$ cat src/hdl/smseg_pkg.sv
// Shared types and constants for the send message segmenter.
// No dependencies; compiled first.
`default_nettype none
package smseg_pkg;

   localparam int KIND_W    = 2;
   localparam int LEN_W     = 19;
   localparam int IMM_W     = 32;
   localparam int OPC_W     = 3;
   localparam int PSN_W     = 24;
   localparam int OFF_W     = 18;
   localparam int MTU_W     = 13;
   localparam int PAD_W     = 2;
   localparam int PKTS_W    = 7;
   localparam int CSR_IDX_W = 1;
   localparam int CSR_DAT_W = 24;

   localparam int MAX_SEGMENTS_DEF = 64;

   // request kinds; the last two are dropped without a trace
   localparam logic [KIND_W-1:0] KIND_SEND     = 2'd0;
   localparam logic [KIND_W-1:0] KIND_SEND_IMM = 2'd1;
   localparam logic [KIND_W-1:0] KIND_OTHER    = 2'd2;
   localparam logic [KIND_W-1:0] KIND_SPARE    = 2'd3;

   // packet opcodes
   localparam logic [OPC_W-1:0] OP_FIRST    = 3'd0;
   localparam logic [OPC_W-1:0] OP_MIDDLE   = 3'd1;
   localparam logic [OPC_W-1:0] OP_LAST     = 3'd2;
   localparam logic [OPC_W-1:0] OP_LAST_IMM = 3'd3;
   localparam logic [OPC_W-1:0] OP_ONLY     = 3'd4;
   localparam logic [OPC_W-1:0] OP_ONLY_IMM = 3'd5;

   // register indexes
   localparam logic [CSR_IDX_W-1:0] REG_MTU = 1'b0;
   localparam logic [CSR_IDX_W-1:0] REG_PSN = 1'b1;

   localparam logic [MTU_W-1:0] MTU_MIN   = 13'd256;
   localparam logic [MTU_W-1:0] MTU_MAX   = 13'd4096;
   localparam logic [MTU_W-1:0] MTU_RESET = 13'd1024;

   typedef struct packed {
      logic [MTU_W-1:0] mtu;        // clamped path MTU
      logic             psn_load;
      logic [PSN_W-1:0] psn_value;
   } csr_ctl_type;

   typedef struct packed {
      logic [OPC_W-1:0]  packet_opcode;
      logic [PSN_W-1:0]  sequence_number;
      logic [OFF_W-1:0]  payload_offset;
      logic [MTU_W-1:0]  payload_length;
      logic [PAD_W-1:0]  pad_bytes;
      logic              solicited_flag;
      logic              ack_wanted;
      logic              carries_immediate;
      logic [IMM_W-1:0]  immediate_out;
      logic [PKTS_W-1:0] message_packets;
      logic              last_of_message;
      logic              too_long;
   } rsp_payload_type;

endpackage
`default_nettype wire

$ cat src/hdl/smseg_if.sv
// Request and response channel interfaces (valid/ready plus payload).
// Depends on smseg_pkg.
`default_nettype none
interface smseg_req_if;
   import smseg_pkg::*;
   logic              valid;
   logic              ready;
   logic [KIND_W-1:0] request_kind;
   logic [LEN_W-1:0]  message_length;
   logic              solicited_event;
   logic [IMM_W-1:0]  immediate_value;

   modport source (output valid, request_kind, message_length, solicited_event,
                   immediate_value, input ready);
   modport sink   (input valid, request_kind, message_length, solicited_event,
                   immediate_value, output ready);
endinterface

interface smseg_rsp_if;
   import smseg_pkg::*;
   logic              valid;
   logic              ready;
   logic [OPC_W-1:0]  packet_opcode;
   logic [PSN_W-1:0]  sequence_number;
   logic [OFF_W-1:0]  payload_offset;
   logic [MTU_W-1:0]  payload_length;
   logic [PAD_W-1:0]  pad_bytes;
   logic              solicited_flag;
   logic              ack_wanted;
   logic              carries_immediate;
   logic [IMM_W-1:0]  immediate_out;
   logic [PKTS_W-1:0] message_packets;
   logic              last_of_message;
   logic              too_long;

   modport source (output valid, packet_opcode, sequence_number, payload_offset,
                   payload_length, pad_bytes, solicited_flag, ack_wanted,
                   carries_immediate, immediate_out, message_packets,
                   last_of_message, too_long, input ready);
   modport sink   (input valid, packet_opcode, sequence_number, payload_offset,
                   payload_length, pad_bytes, solicited_flag, ack_wanted,
                   carries_immediate, immediate_out, message_packets,
                   last_of_message, too_long, output ready);
endinterface
`default_nettype wire

$ cat src/hdl/send_message_segmenter.sv
// Send message segmenter, top level.
// Packet counting runs first through the shared subtractor, then descriptors
// go out one per cycle while rsp ready is high.
// req ready is low from acceptance until the last descriptor is registered.
// Reset: mtu 1024, PSN 0, no response pending. Depends on smseg_pkg, smseg_if.
`default_nettype none
module send_message_segmenter #(
   parameter int MAX_SEGMENTS = smseg_pkg::MAX_SEGMENTS_DEF
) (
   input  wire logic                               clock,
   input  wire logic                               reset,
   smseg_req_if.sink                               req_chan,
   smseg_rsp_if.source                             rsp_chan,
   input  wire logic                               csr_write_enable,
   input  wire logic [smseg_pkg::CSR_IDX_W-1:0]    csr_index,
   input  wire logic [smseg_pkg::CSR_DAT_W-1:0]    csr_write_data
);
   import smseg_pkg::*;

   csr_ctl_type ctl;

   smseg_csr u_csr (
      .clock        (clock),
      .reset        (reset),
      .write_enable (csr_write_enable),
      .index        (csr_index),
      .write_data   (csr_write_data),
      .ctl          (ctl)
   );

   smseg_core #(
      .MAX_SEGMENTS (MAX_SEGMENTS)
   ) u_core (
      .clock (clock),
      .reset (reset),
      .req   (req_chan),
      .rsp   (rsp_chan),
      .ctl   (ctl)
   );

endmodule
`default_nettype wire

$ cat src/hdl/smseg_csr.sv
// Configuration registers: path MTU (clamped to 256..4096) and PSN load strobe.
// Depends on smseg_pkg.
`default_nettype none
module smseg_csr (
   input  wire logic                               clock,
   input  wire logic                               reset,
   input  wire logic                               write_enable,
   input  wire logic [smseg_pkg::CSR_IDX_W-1:0]    index,
   input  wire logic [smseg_pkg::CSR_DAT_W-1:0]    write_data,
   output smseg_pkg::csr_ctl_type                  ctl
);
   import smseg_pkg::*;

   logic [MTU_W-1:0] mtu_ff, mtu_in;

   always_comb begin
      mtu_in = mtu_ff;
      if (write_enable && index == REG_MTU) begin
         mtu_in = write_data[MTU_W-1:0];
      end
   end

   always_ff @(posedge clock) begin
      if (reset) begin
         mtu_ff <= MTU_RESET;
      end else begin
         mtu_ff <= mtu_in;
      end
   end

   always_comb begin
      if (mtu_ff < MTU_MIN) begin
         ctl.mtu = MTU_MIN;
      end else if (mtu_ff > MTU_MAX) begin
         ctl.mtu = MTU_MAX;
      end else begin
         ctl.mtu = mtu_ff;
      end
      ctl.psn_load  = write_enable && index == REG_PSN;
      ctl.psn_value = write_data[PSN_W-1:0];
   end

endmodule
`default_nettype wire

$ cat src/hdl/smseg_core.sv
// Segmentation sequencer: one shared subtract/compare unit first counts the
// packets of a request, then walks the message emitting descriptors.
// Depends on smseg_pkg and smseg_if.
`default_nettype none
module smseg_core #(
   parameter int MAX_SEGMENTS = smseg_pkg::MAX_SEGMENTS_DEF
) (
   input  wire logic                   clock,
   input  wire logic                   reset,
   smseg_req_if.sink                   req,
   smseg_rsp_if.source                 rsp,
   input  wire smseg_pkg::csr_ctl_type ctl
);
   import smseg_pkg::*;

   localparam logic [1:0] ST_IDLE  = 2'd0;
   localparam logic [1:0] ST_COUNT = 2'd1;
   localparam logic [1:0] ST_EMIT  = 2'd2;

   localparam logic [PKTS_W-1:0] MAX_PKTS = PKTS_W'(MAX_SEGMENTS);

   logic [1:0]        state_ff, state_in;
   logic [LEN_W-1:0]  len_ff, len_in;
   logic [LEN_W-1:0]  rem_ff, rem_in;
   logic [PKTS_W-1:0] cnt_ff, cnt_in;
   logic [OFF_W-1:0]  off_ff, off_in;
   logic              sol_ff, sol_in;
   logic [IMM_W-1:0]  imm_ff, imm_in;
   logic              with_imm_ff, with_imm_in;
   logic              first_ff, first_in;
   logic [PSN_W-1:0]  psn_ff, psn_in;
   rsp_payload_type   out_ff, out_in;
   logic              out_valid_ff, out_valid_in;

   // shared unit: remaining bytes minus MTU
   logic [LEN_W:0]    sub;
   logic              gt;
   logic              load_ok;
   logic              last;
   logic [MTU_W-1:0]  plen;

   assign sub     = {1'b0, rem_ff} - {{(LEN_W + 1 - MTU_W){1'b0}}, ctl.mtu};
   assign gt      = !sub[LEN_W] && (sub[LEN_W-1:0] != '0);
   assign load_ok = !out_valid_ff || rsp.ready;
   assign last    = !gt;
   assign plen    = gt ? ctl.mtu : rem_ff[MTU_W-1:0];

   always_comb begin
      state_in     = state_ff;
      len_in       = len_ff;
      rem_in       = rem_ff;
      cnt_in       = cnt_ff;
      off_in       = off_ff;
      sol_in       = sol_ff;
      imm_in       = imm_ff;
      with_imm_in  = with_imm_ff;
      first_in     = first_ff;
      psn_in       = psn_ff;
      out_in       = out_ff;
      out_valid_in = out_valid_ff && !rsp.ready;

      case (state_ff)
         ST_IDLE: begin
            if (req.valid &&
                (req.request_kind == KIND_SEND || req.request_kind == KIND_SEND_IMM)) begin
               len_in      = req.message_length;
               rem_in      = req.message_length;
               sol_in      = req.solicited_event;
               imm_in      = req.immediate_value;
               with_imm_in = req.request_kind == KIND_SEND_IMM;
               cnt_in      = PKTS_W'(1);
               state_in    = ST_COUNT;
            end
         end
         ST_COUNT: begin
            if (gt) begin
               if (cnt_ff >= MAX_PKTS) begin
                  if (load_ok) begin
                     out_in                 = '0;
                     out_in.too_long        = 1'b1;
                     out_in.last_of_message = 1'b1;
                     out_valid_in           = 1'b1;
                     state_in               = ST_IDLE;
                  end
               end else begin
                  rem_in = sub[LEN_W-1:0];
                  cnt_in = cnt_ff + PKTS_W'(1);
               end
            end else begin
               // cnt_ff now holds the packet count
               rem_in   = len_ff;
               off_in   = '0;
               first_in = 1'b1;
               state_in = ST_EMIT;
            end
         end
         ST_EMIT: begin
            if (load_ok) begin
               if (first_ff && last) begin
                  out_in.packet_opcode = with_imm_ff ? OP_ONLY_IMM : OP_ONLY;
               end else if (first_ff) begin
                  out_in.packet_opcode = OP_FIRST;
               end else if (last) begin
                  out_in.packet_opcode = with_imm_ff ? OP_LAST_IMM : OP_LAST;
               end else begin
                  out_in.packet_opcode = OP_MIDDLE;
               end
               out_in.sequence_number   = psn_ff;
               out_in.payload_offset    = off_ff;
               out_in.payload_length    = plen;
               out_in.pad_bytes         = last ? PAD_W'(2'd0 - plen[PAD_W-1:0]) : '0;
               out_in.solicited_flag    = last && sol_ff;
               out_in.ack_wanted        = last;
               out_in.carries_immediate = last && with_imm_ff;
               out_in.immediate_out     = (last && with_imm_ff) ? imm_ff : '0;
               out_in.message_packets   = cnt_ff;
               out_in.last_of_message   = last;
               out_in.too_long          = 1'b0;
               out_valid_in             = 1'b1;
               psn_in                   = psn_ff + PSN_W'(1);
               if (gt) begin
                  rem_in   = sub[LEN_W-1:0];
                  off_in   = off_ff + OFF_W'(ctl.mtu);
                  first_in = 1'b0;
               end else begin
                  state_in = ST_IDLE;
               end
            end
         end
         default: begin
            state_in = ST_IDLE;
         end
      endcase

      if (ctl.psn_load) begin
         psn_in = ctl.psn_value;
      end
   end

   always_ff @(posedge clock) begin
      if (reset) begin
         state_ff     <= ST_IDLE;
         psn_ff       <= '0;
         out_valid_ff <= 1'b0;
      end else begin
         state_ff     <= state_in;
         psn_ff       <= psn_in;
         out_valid_ff <= out_valid_in;
      end
   end

   always_ff @(posedge clock) begin
      len_ff      <= len_in;
      rem_ff      <= rem_in;
      cnt_ff      <= cnt_in;
      off_ff      <= off_in;
      sol_ff      <= sol_in;
      imm_ff      <= imm_in;
      with_imm_ff <= with_imm_in;
      first_ff    <= first_in;
      out_ff      <= out_in;
   end

   assign req.ready             = state_ff == ST_IDLE;
   assign rsp.valid             = out_valid_ff;
   assign rsp.packet_opcode     = out_ff.packet_opcode;
   assign rsp.sequence_number   = out_ff.sequence_number;
   assign rsp.payload_offset    = out_ff.payload_offset;
   assign rsp.payload_length    = out_ff.payload_length;
   assign rsp.pad_bytes         = out_ff.pad_bytes;
   assign rsp.solicited_flag    = out_ff.solicited_flag;
   assign rsp.ack_wanted        = out_ff.ack_wanted;
   assign rsp.carries_immediate = out_ff.carries_immediate;
   assign rsp.immediate_out     = out_ff.immediate_out;
   assign rsp.message_packets   = out_ff.message_packets;
   assign rsp.last_of_message   = out_ff.last_of_message;
   assign rsp.too_long          = out_ff.too_long;

   a_emit_count_range: assert property (@(posedge clock) disable iff (reset)
      state_ff == ST_EMIT |-> (cnt_ff != '0 && cnt_ff <= MAX_PKTS))
      else $error("packet count out of range while emitting");

   a_psn_step: assert property (@(posedge clock) disable iff (reset)
      (state_ff == ST_EMIT && load_ok && !ctl.psn_load)
      |=> psn_ff == PSN_W'($past(psn_ff) + PSN_W'(1)))
      else $error("PSN did not advance by one per descriptor");

   a_err_clean: assert property (@(posedge clock) disable iff (reset)
      (out_valid_ff && out_ff.too_long)
      |-> (out_ff.message_packets == '0 && out_ff.sequence_number == '0
           && out_ff.last_of_message))
      else $error("error item carries descriptor fields");

   a_emit_start: assert property (@(posedge clock) disable iff (reset)
      (state_ff == ST_COUNT && !gt)
      |=> (state_ff == ST_EMIT && first_ff && off_ff == '0 && rem_ff == $past(len_ff)))
      else $error("emit phase did not start at message head");

endmodule
`default_nettype wire

$ cat src/flat_wrapper.sv
// flat-port wrapper written by rule: the top's interface ports become plain ports
module send_message_segmenter_flat import smseg_pkg::*;
#(
   parameter int MAX_SEGMENTS = smseg_pkg::MAX_SEGMENTS_DEF
)
  (clock, reset, csr_write_enable, csr_index, csr_write_data, req_chan_valid, req_chan_request_kind, req_chan_message_length, req_chan_solicited_event, req_chan_immediate_value, req_chan_ready, rsp_chan_valid, rsp_chan_packet_opcode, rsp_chan_sequence_number, rsp_chan_payload_offset, rsp_chan_payload_length, rsp_chan_pad_bytes, rsp_chan_solicited_flag, rsp_chan_ack_wanted, rsp_chan_carries_immediate, rsp_chan_immediate_out, rsp_chan_message_packets, rsp_chan_last_of_message, rsp_chan_too_long, rsp_chan_ready);
  smseg_req_if req_chan_i ();
  smseg_rsp_if rsp_chan_i ();
  input  wire logic clock;
  input  wire logic reset;
  input  wire logic csr_write_enable;
  input  wire logic [smseg_pkg::CSR_IDX_W-1:0] csr_index;
  input  wire logic [smseg_pkg::CSR_DAT_W-1:0] csr_write_data;
  input wire logic [$bits(req_chan_i.valid)-1:0] req_chan_valid;
  input wire logic [$bits(req_chan_i.request_kind)-1:0] req_chan_request_kind;
  input wire logic [$bits(req_chan_i.message_length)-1:0] req_chan_message_length;
  input wire logic [$bits(req_chan_i.solicited_event)-1:0] req_chan_solicited_event;
  input wire logic [$bits(req_chan_i.immediate_value)-1:0] req_chan_immediate_value;
  output wire logic [$bits(req_chan_i.ready)-1:0] req_chan_ready;
  output wire logic [$bits(rsp_chan_i.valid)-1:0] rsp_chan_valid;
  output wire logic [$bits(rsp_chan_i.packet_opcode)-1:0] rsp_chan_packet_opcode;
  output wire logic [$bits(rsp_chan_i.sequence_number)-1:0] rsp_chan_sequence_number;
  output wire logic [$bits(rsp_chan_i.payload_offset)-1:0] rsp_chan_payload_offset;
  output wire logic [$bits(rsp_chan_i.payload_length)-1:0] rsp_chan_payload_length;
  output wire logic [$bits(rsp_chan_i.pad_bytes)-1:0] rsp_chan_pad_bytes;
  output wire logic [$bits(rsp_chan_i.solicited_flag)-1:0] rsp_chan_solicited_flag;
  output wire logic [$bits(rsp_chan_i.ack_wanted)-1:0] rsp_chan_ack_wanted;
  output wire logic [$bits(rsp_chan_i.carries_immediate)-1:0] rsp_chan_carries_immediate;
  output wire logic [$bits(rsp_chan_i.immediate_out)-1:0] rsp_chan_immediate_out;
  output wire logic [$bits(rsp_chan_i.message_packets)-1:0] rsp_chan_message_packets;
  output wire logic [$bits(rsp_chan_i.last_of_message)-1:0] rsp_chan_last_of_message;
  output wire logic [$bits(rsp_chan_i.too_long)-1:0] rsp_chan_too_long;
  input wire logic [$bits(rsp_chan_i.ready)-1:0] rsp_chan_ready;
  assign req_chan_i.valid = req_chan_valid;
  assign req_chan_i.request_kind = req_chan_request_kind;
  assign req_chan_i.message_length = req_chan_message_length;
  assign req_chan_i.solicited_event = req_chan_solicited_event;
  assign req_chan_i.immediate_value = req_chan_immediate_value;
  assign req_chan_ready = req_chan_i.ready;
  assign rsp_chan_valid = rsp_chan_i.valid;
  assign rsp_chan_packet_opcode = rsp_chan_i.packet_opcode;
  assign rsp_chan_sequence_number = rsp_chan_i.sequence_number;
  assign rsp_chan_payload_offset = rsp_chan_i.payload_offset;
  assign rsp_chan_payload_length = rsp_chan_i.payload_length;
  assign rsp_chan_pad_bytes = rsp_chan_i.pad_bytes;
  assign rsp_chan_solicited_flag = rsp_chan_i.solicited_flag;
  assign rsp_chan_ack_wanted = rsp_chan_i.ack_wanted;
  assign rsp_chan_carries_immediate = rsp_chan_i.carries_immediate;
  assign rsp_chan_immediate_out = rsp_chan_i.immediate_out;
  assign rsp_chan_message_packets = rsp_chan_i.message_packets;
  assign rsp_chan_last_of_message = rsp_chan_i.last_of_message;
  assign rsp_chan_too_long = rsp_chan_i.too_long;
  assign rsp_chan_i.ready = rsp_chan_ready;
  send_message_segmenter #(.MAX_SEGMENTS(MAX_SEGMENTS)) u_core (.clock(clock), .reset(reset), .req_chan(req_chan_i), .rsp_chan(rsp_chan_i), .csr_write_enable(csr_write_enable), .csr_index(csr_index), .csr_write_data(csr_write_data));
endmodule
$ cat config.mk
export PLATFORM = sky130hd
export DESIGN_NAME = send_message_segmenter_flat
export DESIGN_NICKNAME = d
export VERILOG_FILES = /design/src/hdl/smseg_pkg.sv /design/src/hdl/smseg_if.sv /design/src/hdl/send_message_segmenter.sv /design/src/hdl/smseg_csr.sv /design/src/hdl/smseg_core.sv /design/src/flat_wrapper.sv
export SDC_FILE = /design/constraint.sdc
export NUM_CORES = 1
export LEC_CHECK = 0
export ABC_AREA = 1
export ABC_CLOCK_PERIOD_IN_PS = 13220
export BUFFER_PORTS_ARGS = -buffer_cell sky130_fd_sc_hd__buf_2
export CAP_MARGIN = 20
export CELL_PAD_IN_SITES_DETAIL_PLACEMENT = 1
export CELL_PAD_IN_SITES_GLOBAL_PLACEMENT = 1
export CORE_UTILIZATION = 30
export CTS_CLUSTER_DIAMETER = 150
export DETAILED_ROUTE_END_ITERATION = 10
export PLACE_DENSITY_LB_ADDON = 0.1
export SLEW_MARGIN = 40
export SYNTH_ARGS = -nofsm -noshare
export SYNTH_HDL_FRONTEND = slang
export SYNTH_SLANG_ARGS = --single-unit
$ cat constraint.sdc
create_clock -name clock -period 13.22 [get_ports clock]
set_input_delay 1.983 -clock clock [delete_from_list [all_inputs] [get_ports clock]]
set_output_delay 1.983 -clock clock [all_outputs]
set_load 0.01 [all_outputs]
==> summary.md <==
| Metric | Value |
|---|---|
| Distinct cells, synth | 45 |
| Global route overflow | 0 |
| Seq/Total Area, Yosys | 0.5619 |
| CP Capture Type | register |
| P_sw | slightly above 0.6 mW |
| Area of the multi-input gates | 4302 µm² |
| Number of fillers in the final layout | 4746 |
| Post-CTS sizing | 0 |
| Maximum vdd drop | between 0.00009 and 0.0001 V |
| Mapped Nets | 1451 |
| Cts bufs inserted | 29 |
| DRT iter0 DRCs | between 300 and 400 |
| Cts hold-fix bufs | 0 |
| Share of cells above drive strength 1 | 0.2029 |
| Min-Delay Path Class | register to register |
| Ys async rst share | 0 |
| DIE AREA | 41550 µm² |
| Die width | slightly above 200 µm |
| Sw Ratio | 0.2985 |
| DRC errors left | 0 |
| Clk_lat worst skew | 0.59 ns |
| Post-synth top flop | edfxtp_1 |
| Sequential power share | 0.454 |
| Reg2Reg Capture Point | u_core.u_core.rsp.immediate_out[29]$_SDFFCE_PN0P_ |
| Fmax | 186.4 MHz |
| Detailed-route via count | 9444 |
| Post-CTS Setup Bufs | 0 |
| Critical Path Start Type | register |
| Post-DP HPWL | 25.56 mm |
| Ports | 190 |
| RR Startpoint | u_core.u_csr.mtu_ff[8]$_SDFFE_PP0P_ |
| Cells taking the most area after synthesis | edfxtp_1 (50%), nand2_1 (8.7%), inv_1 (7.0%), dfxtp_1 (6.6%), nor2_1 (4.0%) |
| Worst slack, placed | about 7.4 ns |
| Area occupied by registers | 6867 µm² |
| First-pass GRT wire length | between 50 and 60 mm |
| Setup WS post-layout | between 7 and 8 ns |
| Cell type with the largest total area after synthesis | edfxtp_1 |
| Syn Area/Cell | 9.175 µm² |
| Wire length per cell | 16.75 µm |
| Outcome | finished, final reports clean |
| Worst-Margin Slew | around 0.8 ns |
| Routed WL | 34.66 mm |
| Initial antenna violation count | 0 |
| Worst EP arrival | 5.57 ns |
| R2R cell count | 22 |
| Area Growth Syn to Fin | 19.87% |
| Min-Delay Path Depth | 2 |
| Nets@finish | 1639 |
| RSZ-0062 raised after global routing | false |
| Leak Pwr | 6.575 nW |
| Min-Delay Endpoint | u_core.u_core.psn_ff[23]$_SDFFE_PP0P_ |
| Fin. Hold Viols | 0 |
| Clk buf depth | 3 |
| Max_slew headroom | 0.4642 |
| CTS tree | done |
| TritonRoute pass-1 iters | 6 |
| Core area | 39910 µm² |
| # rows | 73 |
| Max-cap violations | 0 |
| YS warnings | 0 |
| Placed cells | 2013 |
| H-tree depth | 1 |
| Clock transition at the registers of the reported paths | 0.06 ns |
| Fin Setup TNS | 0 ns |
| Commonest non-fill, non-tap cell in the layout | nand2_1 |
| Reg2reg setup slack | 7.86 ns |
| Initial Utilization | 0.3062 |
| Mapped Area | 12220 µm² |
| Via/cell ratio | between 4 and 5 |
| Post-layout power | 2.035 mW |
| Gr usage total | 0.1671 |
| Pin count of the biggest net entering global routing | 81 |
| Crit path max fanout | 80 |
| PwrDens | 138.9 nW/µm² |
| Vias in the first global route | 9612 |
| Crit share post-route | 0.4058 |
| Pins Over Slew Limit | 0 |
| Flops & latches, synth | approximately 240 |
| Final setup vio count | 0 |
| WS Path Type | register to register |
| Hold Path Origin | u_core.u_core.psn_ff[23]$_SDFFE_PP0P_ |
| Most frequent cells in the layout | nand2_1 (284), inv_1 (227), edfxtp_1 (202) |
| CTS root buf | clkbuf_16 |
| CP Data Required Time | 13.43 ns |
| Sink Count | 242 |
| Tmin final | 5.365 ns |
| Die H | 203.8 µm |
| Clock Power Share | 0.375 |
| Fin cells | 2069 |
| Combinational power share | 0.171 |
| P_int | 1.427 mW |
| Buffers on Ports | 189 |
| EDFF count, synth | 202 |
| Cells after synthesis | 1332 |
| Worst Clk Skew | 0.01654 ns |
| Final antenna-violating net count | 0 |
| Top-area cell type share of the netlist area | 0.4964 |
| RePlAce Congestion | 0.8108 |
synthesized netlist by cell type, drive strengths merged (2+ instances only):
| cell type | count |
|---|---|
| dfxtp | 40 |
| o221ai | 2 |
| ha | 33 |
| nand2 | 297 |
| and2 | 2 |
| nor4 | 7 |
| a21oi | 70 |
| nor2 | 163 |
| nand3b | 7 |
| inv | 238 |
| o21a | 5 |
| fa | 2 |
| clkbuf | 32 |
| nor3 | 9 |
| o21ai | 70 |
| xor2 | 11 |
| edfxtp | 202 |
| xnor2 | 6 |
| nand4 | 11 |
| nand3 | 88 |
| o211ai | 2 |
| a31oi | 16 |
| a211oi | 2 |
| buf | 10 |
sequential cells by signal, indices dropped and copies added, names as in the netlist, 7 cells and up:
register / count
u_core.u_core.imm_ff: 32
u_core.u_core.rsp.immediate_out: 32
u_core.u_core.psn_ff: 24
u_core.u_core.rsp.sequence_number: 24
u_core.u_core.len_ff: 19
u_core.u_core.rem_ff: 19
u_core.u_core.off_ff: 18
u_core.u_core.rsp.payload_offset: 18
u_core.u_core.rsp.payload_length: 13
u_core.u_csr.mtu_ff: 13
u_core.u_core.cnt_ff: 7
u_core.u_core.rsp.message_packets: 7
cell families (layout without fill, tap and decap cells):
| family | after synthesis | in the layout | share of synthesized area |
|---|---|---|---|
| buf+inv | 280 | 491 | 0.09061 |
| simple gates | 585 | 585 | 0.2206 |
| compound gates | 173 | 173 | 0.07761 |
| flops | 242 | 242 | 0.5619 |
| xor+xnor | 17 | 17 | 0.01218 |
| fa+ha+maj | 35 | 35 | 0.03706 |
| other cells | 0 | 1 | 0 |
metal layers:
metal	wire length, µm	GRT usage	share of wire	vias up
met1	16220	0.2214	0.47	4533
met2	16570	0.2838	0.48	137
met5	0	0	0	-
met4	890	0.04860	0.026	0
met3	979	0.02152	0.028	48
li1	-	-	-	4726
worst max path at each step:
stage	from	endpoint	slack, ns	cells past startpoint
floorplan	u_core.u_csr.mtu_ff[8]$_SDFFE_PP0P_	u_core.u_core.rsp.ack_wanted$_SDFFCE_PN0P_	4.86	21
global placement	u_core.u_csr.mtu_ff[8]$_SDFFE_PP0P_	u_core.u_core.rsp.immediate_out[25]$_SDFFCE_PN0P_	7.29	22
detailed placement	u_core.u_csr.mtu_ff[8]$_SDFFE_PP0P_	u_core.u_core.rsp.immediate_out[29]$_SDFFCE_PN0P_	7.40	22
CTS	u_core.u_csr.mtu_ff[8]$_SDFFE_PP0P_	u_core.u_core.rsp.immediate_out[22]$_SDFFCE_PN0P_	7.38	22
global route	u_core.u_csr.mtu_ff[8]$_SDFFE_PP0P_	u_core.u_core.rsp.immediate_out[1]$_SDFFCE_PN0P_	7.39	24
finish	u_core.u_csr.mtu_ff[8]$_SDFFE_PP0P_	u_core.u_core.rsp.immediate_out[29]$_SDFFCE_PN0P_	7.86	22
power groups by stage:
stage	clock network, mW	registers [mW]	logic [mW]
after floorplan	0	0.944	0.224
after global placement	0	0.940	0.347
after detailed placement	0	0.940	0.352
after CTS	0.788	0.924	0.354
after global routing	0.819	0.929	0.394
final	0.763	0.923	0.348
worst max-delay path, stage by stage (launching register included):
cell and delay (ns):
dfxtp_1 0.33, nor4_1 0.40, nand3_1 0.11, nand2_1 0.30
nand3_1 0.29, ha_1 0.47, nand2_1 0.13, nor2_2 0.20
inv_2 0.06, nor2_1 0.10, nand3_1 0.11, nand3_1 0.11
nand2_1 0.05, nand2_1 0.13, inv_2 0.04, nand2_1 0.05
nor2_1 0.04, nand2_2 0.36, nand2_4 0.29, inv_4 0.18
nand2_1 0.13, a21oi_4 0.37, buf_6 0.60
stage by stage:
stage            util  hold slack, ns  cell area [µm²]
2_1_floorplan       -          0.4528            12220
3_3_place_gp   0.3435          0.4857            13710
3_5_place_dp   0.3442          0.4894            13740
4_1_cts        0.3666          0.5026            14630
5_1_grt        0.3669          0.5304            14650
6_report       0.3670          0.5009            14650
layout make-up:
type	instances	share of cell area
flip-flops and latches	242	0.4687
multi-input cells	810	0.2936
repair buffers	199	0.07046
inverters	238	0.06115
clock buffers	34	0.05082
well taps	525	0.04484
clock inverters	20	0.01016
diodes	1	0.0001708
Note: power is estimated with default switching activity, not from simulation.
